[config.mk]
export PLATFORM = sky130hd
export DESIGN_NAME = half_step_stepper_sequencer_top
export DESIGN_NICKNAME = d
export VERILOG_FILES = /design/src/hss_pkg.sv /design/src/hss_core.sv /design/src/half_step_stepper_sequencer_top.sv
export VERILOG_INCLUDE_DIRS = /design/src /design/src/src
export SDC_FILE = /design/constraint.sdc
export NUM_CORES = 1
export LEC_CHECK = 0
export CORE_ASPECT_RATIO = 1.75
export CORE_MARGIN = 2
export CORE_UTILIZATION = 65
export CTS_CLUSTER_DIAMETER = 80
export DETAILED_ROUTE_END_ITERATION = 10
export DONT_BUFFER_PORTS = 1
export GPL_ROUTABILITY_DRIVEN = 1
export GPL_TIMING_DRIVEN = 0
export PLACE_DENSITY = 0.78
export SLEW_MARGIN = 20
export SYNTH_ARGS = -nofsm -noshare
export SYNTH_HDL_FRONTEND = slang
export SYNTH_SLANG_ARGS = --single-unit
[constraint.sdc]
create_clock -name clock -period 13.8 [get_ports clock]
set_clock_uncertainty 0.05 [all_clocks]
set_input_delay 2.76 -clock clock [delete_from_list [all_inputs] [get_ports clock]]
set_output_delay 2.76 -clock clock [all_outputs]
set_load 0.1 [all_outputs]
[src/half_step_stepper_sequencer_top_defines.svh]
// Assertion macros for the stepper sequencer.
`ifndef HALF_STEP_STEPPER_SEQUENCER_TOP_DEFINES_SVH
`define HALF_STEP_STEPPER_SEQUENCER_TOP_DEFINES_SVH

// Same-cycle implication, disabled while reset is high.
`define HSS_ASSERT_NOW(label, clk, rst, ante, cons) \
   label: assert property (@(posedge clk) disable iff (rst) (ante) |-> (cons)) \
      else $error("stepper sequencer check failed");

// Next-cycle implication, disabled while reset is high.
`define HSS_ASSERT_NEXT(label, clk, rst, ante, cons) \
   label: assert property (@(posedge clk) disable iff (rst) (ante) |=> (cons)) \
      else $error("stepper sequencer check failed");

`endif

[src/hss_pkg.sv]
package hss_pkg;

   typedef enum logic [2:0] {
      REQ_TICK  = 3'd0,
      REQ_START = 3'd1,
      REQ_STOP  = 3'd2,
      REQ_REL   = 3'd3,
      REQ_ABS   = 3'd4
   } hss_req_type;

   typedef enum logic [1:0] {
      CSR_SLOW   = 2'd0,
      CSR_NORMAL = 2'd1,
      CSR_FAST   = 2'd2
   } hss_csr_type;

   localparam logic [1:0] SPEED_SLOW   = 2'd0;
   localparam logic [1:0] SPEED_NORMAL = 2'd1;
   localparam logic [1:0] SPEED_FAST   = 2'd2;

   localparam logic [7:0] SLOW_RESET   = 8'd8;
   localparam logic [7:0] NORMAL_RESET = 8'd4;
   localparam logic [7:0] FAST_RESET   = 8'd2;

   typedef struct packed {
      logic [2:0]         req_type;
      logic               direction;
      logic [1:0]         speed;
      logic [31:0]        step_count;
      logic signed [31:0] target_position;
   } hss_request_type;

   typedef struct packed {
      logic [7:0] slow;
      logic [7:0] normal;
      logic [7:0] fast;
   } hss_intervals_type;

   typedef struct packed {
      logic [3:0]         coils;
      logic signed [31:0] position;
      logic               moving;
      logic               running;
      logic               step_taken;
      logic               rejected;
   } hss_result_type;

   // Half-step coil pattern for each phase, bit0 is coil one.
   function automatic logic [3:0] coil_of(input logic [2:0] phase);
      logic [3:0] pattern;
      case (phase)
         3'd0:    pattern = 4'h1;
         3'd1:    pattern = 4'h3;
         3'd2:    pattern = 4'h2;
         3'd3:    pattern = 4'h6;
         3'd4:    pattern = 4'h4;
         3'd5:    pattern = 4'hC;
         3'd6:    pattern = 4'h8;
         3'd7:    pattern = 4'h9;
         default: pattern = 4'h0;
      endcase
      return pattern;
   endfunction

   function automatic logic [7:0] interval_of(input logic [1:0] speed,
                                              input hss_intervals_type iv);
      logic [7:0] value;
      case (speed)
         SPEED_SLOW: value = iv.slow;
         SPEED_FAST: value = iv.fast;
         default:    value = iv.normal;
      endcase
      return value;
   endfunction

   // Saturating increment of an elapsed tick count.
   function automatic logic [7:0] bump(input logic [7:0] value);
      return (value == 8'hFF) ? 8'hFF : value + 8'd1;
   endfunction

endpackage

[src/hss_core.sv]
module hss_core (
   input  logic                       clock,
   input  logic                       reset,
   input  logic                       advance,
   input  hss_pkg::hss_request_type   request,
   input  hss_pkg::hss_intervals_type intervals,
   output hss_pkg::hss_result_type    result
);
   import hss_pkg::*;

   logic [2:0]  phase_ff, phase_in;
   logic [31:0] position_ff, position_in;
   logic [3:0]  coils_ff, coils_in;
   logic        cont_running_ff, cont_running_in;
   logic        cont_dir_ff, cont_dir_in;
   logic [1:0]  cont_speed_ff, cont_speed_in;
   logic [7:0]  cont_elapsed_ff, cont_elapsed_in;
   logic [31:0] move_remaining_ff, move_remaining_in;
   logic        move_dir_ff, move_dir_in;
   logic [1:0]  move_speed_ff, move_speed_in;
   logic [7:0]  move_elapsed_ff, move_elapsed_in;
   logic        move_active_ff, move_active_in;

   hss_req_type req_kind;
   logic        do_step;
   logic        step_dir;
   logic        rejected;
   logic [7:0]  move_bump;
   logic [7:0]  cont_bump;
   logic [31:0] target;
   logic        go_up;
   logic [31:0] abs_left;

   assign req_kind  = hss_req_type'(request.req_type);
   assign move_bump = bump(move_elapsed_ff);
   assign cont_bump = bump(cont_elapsed_ff);
   assign target    = request.target_position;
   assign go_up     = $signed(request.target_position) > $signed(position_ff);
   // Steps left after the first one: distance minus one, folded into one add.
   assign abs_left  = go_up ? (target + ~position_ff) : (position_ff + ~target);

   always_comb begin
      phase_in          = phase_ff;
      position_in       = position_ff;
      coils_in          = coils_ff;
      cont_running_in   = cont_running_ff;
      cont_dir_in       = cont_dir_ff;
      cont_speed_in     = cont_speed_ff;
      cont_elapsed_in   = cont_elapsed_ff;
      move_remaining_in = move_remaining_ff;
      move_dir_in       = move_dir_ff;
      move_speed_in     = move_speed_ff;
      move_elapsed_in   = move_elapsed_ff;
      move_active_in    = move_active_ff;
      do_step           = 1'b0;
      step_dir          = 1'b0;
      rejected          = 1'b0;

      case (req_kind)
         REQ_TICK: begin
            if (move_active_ff) begin
               move_elapsed_in = move_bump;
               if (move_bump >= interval_of(move_speed_ff, intervals)) begin
                  move_elapsed_in = 8'd0;
                  if (move_remaining_ff != 32'd0) begin
                     do_step           = 1'b1;
                     step_dir          = move_dir_ff;
                     move_remaining_in = move_remaining_ff - 32'd1;
                  end else begin
                     coils_in       = 4'h0;
                     move_active_in = 1'b0;
                  end
               end
            end else if (cont_running_ff) begin
               cont_elapsed_in = cont_bump;
               if (cont_bump >= interval_of(cont_speed_ff, intervals)) begin
                  cont_elapsed_in = 8'd0;
                  do_step         = 1'b1;
                  step_dir        = cont_dir_ff;
               end
            end
         end
         REQ_START: begin
            if (move_active_ff) begin
               rejected = 1'b1;
            end else begin
               cont_dir_in     = request.direction;
               cont_speed_in   = request.speed;
               cont_running_in = 1'b1;
               cont_elapsed_in = 8'd0;
            end
         end
         REQ_STOP: begin
            if (move_active_ff) begin
               rejected = 1'b1;
            end else begin
               cont_running_in = 1'b0;
               coils_in        = 4'h0;
            end
         end
         REQ_REL: begin
            if (move_active_ff) begin
               rejected = 1'b1;
            end else if (request.step_count == 32'd0) begin
               coils_in = 4'h0;
            end else begin
               do_step           = 1'b1;
               step_dir          = request.direction;
               move_remaining_in = request.step_count - 32'd1;
               move_dir_in       = request.direction;
               move_speed_in     = request.speed;
               move_elapsed_in   = 8'd0;
               move_active_in    = 1'b1;
            end
         end
         REQ_ABS: begin
            if (move_active_ff) begin
               rejected = 1'b1;
            end else if (target != position_ff) begin
               do_step           = 1'b1;
               step_dir          = ~go_up;
               move_remaining_in = abs_left;
               move_dir_in       = ~go_up;
               move_speed_in     = request.speed;
               move_elapsed_in   = 8'd0;
               move_active_in    = 1'b1;
            end
         end
         default: begin
         end
      endcase

      if (do_step) begin
         phase_in    = step_dir ? (phase_ff - 3'd1) : (phase_ff + 3'd1);
         position_in = step_dir ? (position_ff - 32'd1) : (position_ff + 32'd1);
         coils_in    = coil_of(phase_in);
      end
   end

   assign result.coils      = coils_in;
   assign result.position   = position_in;
   assign result.moving     = move_active_in;
   assign result.running    = cont_running_in;
   assign result.step_taken = do_step;
   assign result.rejected   = rejected;

   always_ff @(posedge clock) begin
      if (reset) begin
         phase_ff          <= 3'd0;
         position_ff       <= 32'd0;
         coils_ff          <= 4'h0;
         cont_running_ff   <= 1'b0;
         cont_dir_ff       <= 1'b0;
         cont_speed_ff     <= SPEED_NORMAL;
         cont_elapsed_ff   <= 8'd0;
         move_remaining_ff <= 32'd0;
         move_dir_ff       <= 1'b0;
         move_speed_ff     <= SPEED_SLOW;
         move_elapsed_ff   <= 8'd0;
         move_active_ff    <= 1'b0;
      end else if (advance) begin
         phase_ff          <= phase_in;
         position_ff       <= position_in;
         coils_ff          <= coils_in;
         cont_running_ff   <= cont_running_in;
         cont_dir_ff       <= cont_dir_in;
         cont_speed_ff     <= cont_speed_in;
         cont_elapsed_ff   <= cont_elapsed_in;
         move_remaining_ff <= move_remaining_in;
         move_dir_ff       <= move_dir_in;
         move_speed_ff     <= move_speed_in;
         move_elapsed_ff   <= move_elapsed_in;
         move_active_ff    <= move_active_in;
      end
   end

endmodule

[src/half_step_stepper_sequencer_top.sv]
// Half-step sequencer for a four-coil unipolar stepper.
// An accepted request passes the input register, then the result register, before rsp_tvalid rises.
// Throughput: one request per cycle; req_tready drops only while both registers are full
// and rsp_tready is low, following rsp_tready within the same cycle.
// Reset (synchronous, active high): coils off, position 0, no move, not running,
// intervals back to 8, 4 and 2 ticks.
module half_step_stepper_sequencer_top (
   input  logic        clock,
   input  logic        reset,
   input  logic        req_tvalid,
   output logic        req_tready,
   input  logic [71:0] req_tdata,  // direction, speed[1:0], step_count[31:0],
                                   // target_position[31:0], zero fill
   input  logic [2:0]  req_tuser,  // req_type[2:0]
   output logic        rsp_tvalid,
   input  logic        rsp_tready,
   output logic [39:0] rsp_tdata,  // coils[3:0], position[31:0], moving, running,
                                   // step_taken, rejected
   input  logic        csr_we,
   input  logic [1:0]  csr_index,
   input  logic [7:0]  csr_wdata
);
   import hss_pkg::*;

   `include "half_step_stepper_sequencer_top_defines.svh"

   logic              in_valid_ff, in_valid_in;
   hss_request_type   in_req_ff, in_req_in;
   logic              rsp_valid_ff, rsp_valid_in;
   hss_result_type    rsp_ff;
   hss_result_type    core_result;
   hss_intervals_type intervals_ff;
   logic              out_free;
   logic              advance;
   logic              req_accept;

   assign out_free   = !rsp_valid_ff || rsp_tready;
   assign advance    = in_valid_ff && out_free;
   assign req_tready = !in_valid_ff || out_free;
   assign req_accept = req_tvalid && req_tready;

   assign in_valid_in  = req_accept || (in_valid_ff && !advance);
   assign rsp_valid_in = advance || (rsp_valid_ff && !rsp_tready);

   assign in_req_in.req_type        = req_tuser;
   assign in_req_in.direction       = req_tdata[0];
   assign in_req_in.speed           = req_tdata[2:1];
   assign in_req_in.step_count      = req_tdata[34:3];
   assign in_req_in.target_position = req_tdata[66:35];

   always_ff @(posedge clock) begin
      if (reset) begin
         in_valid_ff  <= 1'b0;
         rsp_valid_ff <= 1'b0;
      end else begin
         in_valid_ff  <= in_valid_in;
         rsp_valid_ff <= rsp_valid_in;
      end
   end

   // Hold the request until the core can hand its result on.
   always_ff @(posedge clock) begin
      if (req_accept) begin
         in_req_ff <= in_req_in;
      end
      if (advance) begin
         rsp_ff <= core_result;
      end
   end

   always_ff @(posedge clock) begin
      if (reset) begin
         intervals_ff.slow   <= SLOW_RESET;
         intervals_ff.normal <= NORMAL_RESET;
         intervals_ff.fast   <= FAST_RESET;
      end else if (csr_we) begin
         case (hss_csr_type'(csr_index))
            CSR_SLOW:   intervals_ff.slow   <= csr_wdata;
            CSR_NORMAL: intervals_ff.normal <= csr_wdata;
            CSR_FAST:   intervals_ff.fast   <= csr_wdata;
            default: begin
            end
         endcase
      end
   end

   hss_core u_core (
      .clock     (clock),
      .reset     (reset),
      .advance   (advance),
      .request   (in_req_ff),
      .intervals (intervals_ff),
      .result    (core_result)
   );

   assign rsp_tvalid = rsp_valid_ff;
   assign rsp_tdata  = {rsp_ff.rejected, rsp_ff.step_taken, rsp_ff.running,
                        rsp_ff.moving, rsp_ff.position, rsp_ff.coils};

   // A rejected command leaves the move running.
   `HSS_ASSERT_NOW(a_reject_moving, clock, reset, rsp_valid_ff && rsp_ff.rejected, rsp_ff.moving)
   // A step always leaves one or two adjacent coils energised.
   `HSS_ASSERT_NOW(a_step_coils, clock, reset, rsp_valid_ff && rsp_ff.step_taken,
      ($countones(rsp_ff.coils) == 1) || ($countones(rsp_ff.coils) == 2))
   // A full input register is only refilled when it drains in the same cycle.
   `HSS_ASSERT_NOW(a_no_overwrite, clock, reset, req_accept && in_valid_ff, advance)
   // A request that reaches the core shows up as a result next cycle.
   `HSS_ASSERT_NEXT(a_advance_result, clock, reset, advance, rsp_valid_ff)

endmodule

==> results of run 1 <==
-- final cells by class --
class                   instances  area [um2]  share of cell area (%)
multi-input cells            1429        9640                    55.5
flip-flops and latches        231        5730                    32.9
clock buffers                  30         612                    3.52
plain buffers                  97         405                    2.33
well taps                     312         390                    2.25
inverters                      99         372                    2.14
clock inverters                12         168                   0.964
repair buffers                  3        67.6                   0.389
-- layer usage --
metal	GRT usage [%]	vias to the layer above
met3	4.88	208
met5	0	-
li1	-	6829
met1	39.6	6901
met2	66.7	689
met4	25.7	0
-- tightest hold or removal path: cells and delay by family (launching register included) --
| kind | cells | cell delay, ps |
|---|---|---|
| flip-flops | 1 | 310 |
| AO/OA/AOI/OAI | 1 | 50 |
| AND/OR/NAND/NOR | 1 | 60 |
-- state kept, by name, summed over array words and instances (netlist names) --
name / flops
u_core.move_elapsed_ff: 8
u_core.position_ff: 32
in_valid_ff: 1
u_core.move_remaining_ff: 32
u_core.move_dir_ff: 1
u_core.cont_running_ff: 1
u_core.move_speed_ff: 2
u_core.phase_ff: 3
rsp_tdata: 40
intervals_ff: 24
u_core.cont_dir_ff: 1
u_core.move_active_ff: 1
u_core.cont_speed_ff: 2
rsp_tvalid: 1
u_core.cont_elapsed_ff: 8
u_core.coils_ff: 4
in_req_ff: 70
-- path summary, 6_finish.rpt --
check                                          start                               to  slack (ps)  cells after the start
hold reg to reg      u_core.coils_ff[1]$_SDFFE_PP0P_  u_core.coils_ff[1]$_SDFFE_PP0P_         420                      2
setup / recovery  u_core.position_ff[0]$_SDFFE_PP0P_          rsp_tdata[33]$_DFFE_PP_        6460                     22
hold / removal       u_core.coils_ff[1]$_SDFFE_PP0P_  u_core.coils_ff[1]$_SDFFE_PP0P_         420                      2
setup reg to reg  u_core.position_ff[0]$_SDFFE_PP0P_          rsp_tdata[33]$_DFFE_PP_        6460                     22
-- synth_stat cells, types with 19 or more instances --
| cell | instances |
|---|---|
| a22oi_1 | 19 |
| nor2_1 | 187 |
| edfxtp_1 | 110 |
| clkbuf_1 | 66 |
| o211ai_1 | 23 |
| o21ai_0 | 87 |
| inv_1 | 97 |
| mux2i_1 | 86 |
| o21bai_1 | 19 |
| dfxtp_1 | 121 |
| a21oi_1 | 167 |
| ha_1 | 115 |
| nor3_1 | 39 |
| a21o_1 | 41 |
| nand4_1 | 25 |
| nand2b_1 | 21 |
| nand2_1 | 168 |
| xor2_1 | 38 |
| mux2_2 | 22 |
| nand3_1 | 40 |
| xnor2_1 | 53 |
-- cell families (layout without fill, tap and decap cells) --
kind of cell,after synthesis,count (layout)
AND/OR/NAND/NOR,596,596
AO/OA/AOI/OAI,508,508
flip-flops,231,231
buffers and inverters,196,241
adder cells (fa/ha/maj),119,119
multiplexers,113,113
XOR/XNOR,93,93
-- power by group --
group | switching, mW | internal [mW]
sequential | 0.0699 | 0.749
clock | 0.276 | 0.389
combinational | 0.203 | 0.113
-- stage by stage --
stage / power (mW) / instance area [um2]
detailed placement: 1.14 / 16600
floorplan: 1.05 / 16100
finish: 1.80 / 17400
global route: 1.85 / 17400
global placement: 1.13 / 16500
CTS: 1.79 / 17400
==> flow_summary.toml, run 1 <==
[status]
status = "complete, no violations"

[clock_network]
clk_pin_slew_ps = 60
cts.sinks = 231
htree_num_levels = 1
cts_hold_buf = 0
cts_setup_buffers = 0
postCtsResizedCells = 0
insertion_delay_ps = 550
tritoncts = "built"
cts_root_buf = "clkbuf_16"
cts_made_buffers = 23
cts_buffer_depth = 3

[worst_setup_path]
max_stage_delay_ps = 760
required_ps = 14010
cp_max_fo = 20
path_cells = "ha_1 > inv_1 > fa_1 > a21o_1 > a21oi_1 > o21ai_0 > a21boi_0 > o2bb2ai_2 > or3_1 > nand3_2 > buf_16 > ha_1 > a211oi_1 > nor2_1 > o41a_1 > a21oi_1 > o32a_1 > a311o_1 > nand3b_1 > a31oi_1 > xor2_1 > o21ai_0"
worst-path-buf-inv = 2
cp_top_family = "compound AO/OA/AOI/OAI gates"
critPathCaptureType = "flip-flop"
crit_type = "flip-flop to flip-flop"
crit_path_top_delay_cell = "dfxtp_1"
crit_arrival_ps = 7550
critPathLaunchType = "flip-flop"

[job]
cap_viol_max_count = 0

[yosys]
seq_area_frac_synth_pct = 35.5
synth_top_family_by_area = "compound AO/OA/AOI/OAI gates"
yosysWarnings = 0
ys_ff_latch = 231
yosysTopAreaCellShare_pct = 20.5
syn-instance-count = 1856
synth-xor-area-share_pct = 5.14
yosysUniqueCellTypes = 90
synth_area_um2 = 16100
ys_top_cells_by_area = "edfxtp_1, dfxtp_1, ha_1"
avgSynthCellArea_um2 = 8.69
synth_edf_count = 110
synth-main-ff-cell = "dfxtp_1"
synth_top_cell_by_area = "edfxtp_1"
synthMuxAreaShare_pct = 7.29
syn-num-nets = 2065
synth_compound_area_share_pct = 20.2
yosys.area_share.simple_pct = 17.7
synthArstFlopShare_pct = 0
synth_fa_ha_area_share_pct = 9.42

[detailed_routing]
ant_nets = 0
firstDrtPassIters = 8
wl_met3_um = 2950
met1_length_um = 17800
vias = 14600
drt-wirelength-per-cell_um = 22.2
drcViolationCount = 0
drt_iter0_markers = 1312
via_per_inst = 6.61
top_layer_used = "met4"
wl_met2_um = 24800
drt_wl_total_um = 49200

[layout]
fin_util_pct = 70.9
syn_to_final_growth_pct = 7.76
layout_common_cells = "nor2_1, nand2_1, a21oi_1, dfxtp_1, ha_1"
nFillCells = 1903
fin_nets = 2093
antennaDiodeCount = 0
stdcell_count = 2213
final_common_cell = "nor2_1"
drive_gt1_share_pct = 5.84

[floorplanning]
start_util_pct = 65.8
io_pins = 132
dieWidth_um = 123
dieArea_um2 = 26100
rows = 76
die_h_um = 212
core_um2 = 24500

[global_routing]
grt_max_degree = 46
grt_pass1_wl_um = 75900
grt_pass1_vias = 14600
overflow = 0
antenna_found_initial = 0
grt_usage_pct = 37.2

[timing]
period_needed_ps = 7340
grt_setup_unrepaired = "false"
slew_headroom_pct = 29.9
worst_slew_pin_slew_ps = 1040
fin_worst_hold_slack_ps = 417
finalHoldViolations = 0
finalSetupViolations = 0
setup_tns_ps = 0
drv_slew = 0
fmax_mhz = 136
setup_slack_ps = 6460
post-route-period-util_pct = 53.2

[placed_design]
post-place-ws_ps = 6890
port_buffers = 0
place_hpwl_um = 37700
routabilityCongestion = 1.04
place_inst = 2171

[min_path]
hold_path_class = "flip-flop to flip-flop"

[power_and_ir_drop]
irDropWorstVdd_mv = 0.0908
power_density_nw_per_um2 = 104
p_leak_nw = 6.97
Note: power is estimated with default switching activity, not from simulation.
==> run 2: changes to the inputs <==
--- a/config.mk
+++ b/config.mk
@@ -6,6 +6,7 @@
 export SDC_FILE = /design/constraint.sdc
 export NUM_CORES = 1
 export LEC_CHECK = 0
+export ABC_AREA = 1
 export CORE_ASPECT_RATIO = 1.75
 export CORE_MARGIN = 2
 export CORE_UTILIZATION = 65
==> constraint.sdc (replaced) <==
create_clock -name clock -period 7.11 [get_ports clock]
set_clock_uncertainty 0.05 [all_clocks]
set_input_delay 1.422 -clock clock [delete_from_list [all_inputs] [get_ports clock]]
set_output_delay 1.422 -clock clock [all_outputs]
set_load 0.1 [all_outputs]
==> run 2 against run 1 <==
  * Flip-flop and latch count unchanged
  * Critical endpoint is now rsp_tdata[31]$_DFFE_PP_
  * Highest routed layer unchanged
  * Global-route usage up 2.9 points
  * Utilization up 0.39 points
==> flow_summary.toml, run 2 <==
[status]
status = "complete, no violations"

[power_and_ir_drop]
power_density_nw_per_um2 = 207
total_power_mw = 3.74
p_leak_nw = 8.19
irDropWorstVdd_mv = 0.188

[yosys]
synth-main-ff-cell = "dfxtp_1"
syn-num-nets = 2583
yosysWarnings = 0
synth_top_cell_by_area = "edfxtp_1"
synthArstFlopShare_pct = 0
seq_area_frac_synth_pct = 34.0
yosysTopAreaCellShare_pct = 19.6
synth_area_um2 = 16800
syn-instance-count = 2374
synth_edf_count = 110
synth.most_common_cell = "nand2_1"
ys_top_cells_by_area = "edfxtp_1, dfxtp_1, nand2_1"
ys_ff_latch = 231
synthTopCellsByCount = "nand2_1, inv_1, nor2_1"
yosysUniqueCellTypes = 53
avgSynthCellArea_um2 = 7.09

[global_routing]
grt_max_degree = 61
overflow = 0
grt_pass1_wl_um = 86200
antenna_found_initial = 1
grt_pass1_vias = 17000
grt_usage_pct = 40.1

[timing]
finalSetupViolations = 0
setup_tns_ps = 0
drv_slew = 0
fmax_mhz = 150
period_needed_ps = 6680
slew_headroom_pct = 26.8
post-route-period-util_pct = 94.0
grt_setup_unrepaired = "false"
worst_slew_pin_slew_ps = 1090
finalHoldViolations = 0
setup_slack_ps = 427

[clock_network]
tritoncts = "built"
cts_setup_buffers = 0
cts_buffer_depth = 3
insertion_delay_ps = 560
cts_made_buffers = 23
cts.sinks = 231
cts_root_buf = "clkbuf_16"
clk_pin_slew_ps = 70
htree_num_levels = 1

[detailed_routing]
via_per_inst = 6.14
firstDrtPassIters = 6
drt_iter0_markers = 1401
drt-wirelength-per-cell_um = 20.5
vias = 16800
drcViolationCount = 0
ant_nets = 0
drt_wl_total_um = 55900

[worst_setup_path]
crit_arrival_ps = 7030
r2r_slack_ps = 430
crit_end = "rsp_tdata[31]$_DFFE_PP_"
crit_type = "flip-flop to flip-flop"
cp-startpoint = "u_core.move_elapsed_ff[0]$_SDFFE_PP0P_"
r2r_cells = 31
r2r_start = "u_core.move_elapsed_ff[0]$_SDFFE_PP0P_"
crit_path_top_delay_cell = "o21ai_0"
cp_max_fo = 36
required_ps = 7450
r2r-end = "rsp_tdata[31]$_DFFE_PP_"
critPathLaunchType = "flip-flop"
max_stage_delay_ps = 750
crit_top_cell = "nand2_1"
critPathCaptureType = "flip-flop"

[floorplanning]
die_h_um = 217
dieWidth_um = 126
dieArea_um2 = 27200
io_pins = 132
rows = 77
core_um2 = 25300
start_util_pct = 66.4

[layout]
seq_area_um2 = 5730
final_common_cell = "nand2_1"
drive_gt1_share_pct = 6.33
fin_nets = 2610
layout_common_cells = "nand2_1, inv_1, nor2_1, a21oi_1, o21ai_0"
regMostFlops = "in_req_ff"
fin_util_pct = 71.3
multi_input_area_um2 = 9540
nFillCells = 2123
largest_reg_flops = 70
syn_to_final_growth_pct = 7.33

[placed_design]
routabilityCongestion = 1.06
post-place-ws_ps = 571
place_hpwl_um = 44300
port_buffers = 0

[min_path]
hold_path_class = "flip-flop to flip-flop"

[job]
cap_viol_max_count = 0
==> run 2: layout make-up <==
cell class / instances / area share (%)
Sequential cell: 231 / 31.7
Antenna cell: 1 / 0.0139
Clock inverter: 11 / 0.825
Inverter: 309 / 6.48
Buffer: 70 / 2.19
Clock buffer: 31 / 3.47
Timing Repair Buffer: 2 / 0.263
Tap cell: 316 / 2.19
Multi-Input combinational cell: 1764 / 52.9
==> run 2: worst min path at each step <==
| stage | from | depth (start not counted) | endpoint |
|---|---|---|---|
| floorplan | intervals_ff[1]$_SDFFE_PP1P_ | 2 | intervals_ff[1]$_SDFFE_PP1P_ |
| global placement | intervals_ff[1]$_SDFFE_PP1P_ | 2 | intervals_ff[1]$_SDFFE_PP1P_ |
| detailed placement | intervals_ff[1]$_SDFFE_PP1P_ | 2 | intervals_ff[1]$_SDFFE_PP1P_ |
| CTS | intervals_ff[1]$_SDFFE_PP1P_ | 2 | intervals_ff[1]$_SDFFE_PP1P_ |
| global route | u_core.move_dir_ff$_SDFFE_PP0P_ | 2 | u_core.move_dir_ff$_SDFFE_PP0P_ |
| finish | u_core.cont_speed_ff[1]$_SDFFE_PP0P_ | 2 | u_core.cont_speed_ff[1]$_SDFFE_PP0P_ |
==> run 2: kinds of logic after synthesis <==
| group | share of synthesized area, % |
|---|---|
| adders and majority gates | 9.03 |
| xor gates and xnor gates | 3.85 |
| buffers and inverters | 9.28 |
| and+or+nand+nor | 24.0 |
| DFF | 34.0 |
| AOI/OAI and AO/OA | 19.7 |
==> run 2: routing by layer <==
layer  track usage (%)  wire [um]  vias up  part of all wire [%]
met4              31.1       5030        0                   9.0
li1                  -          -     7938                     -
met5                 0          0        -                     0
met3              5.31       3780      293                   6.8
met2              74.3      28700      964                    51
met1              39.9      18400     7606                    33
==> run 2: through the flow <==
stage	cell area, um2	cells	hold WS, ps
floorplan	16800	2374	379
global placement	17200	2690	400
detailed placement	17300	2692	408
global route	18100	2735	459
finish	18100	2735	430
CTS	18000	2734	427
==> run 2: critical path: cells and delay by family, from the launching register on <==
kind	cells	cell delay [ps]
adder cells (fa/ha/maj)	3	870
AO/OA/AOI/OAI	7	1930
AND/OR/NAND/NOR	18	2830
buffers and inverters	2	190
XOR/XNOR	1	240
flip-flops	1	390
==> run 2: timing repair <==
item | CTS | global route
hold buffers | 0 | 0
endpoints found under the setup margin | 0 | 2
gates resized for setup | 0 | 1
==> run 2: power by group <==
part           switching [mW]  leakage [nW]  internal, mW
logic                   0.583          5.76         0.255
registers               0.138          2.06          1.47
clock network           0.554         0.375         0.737
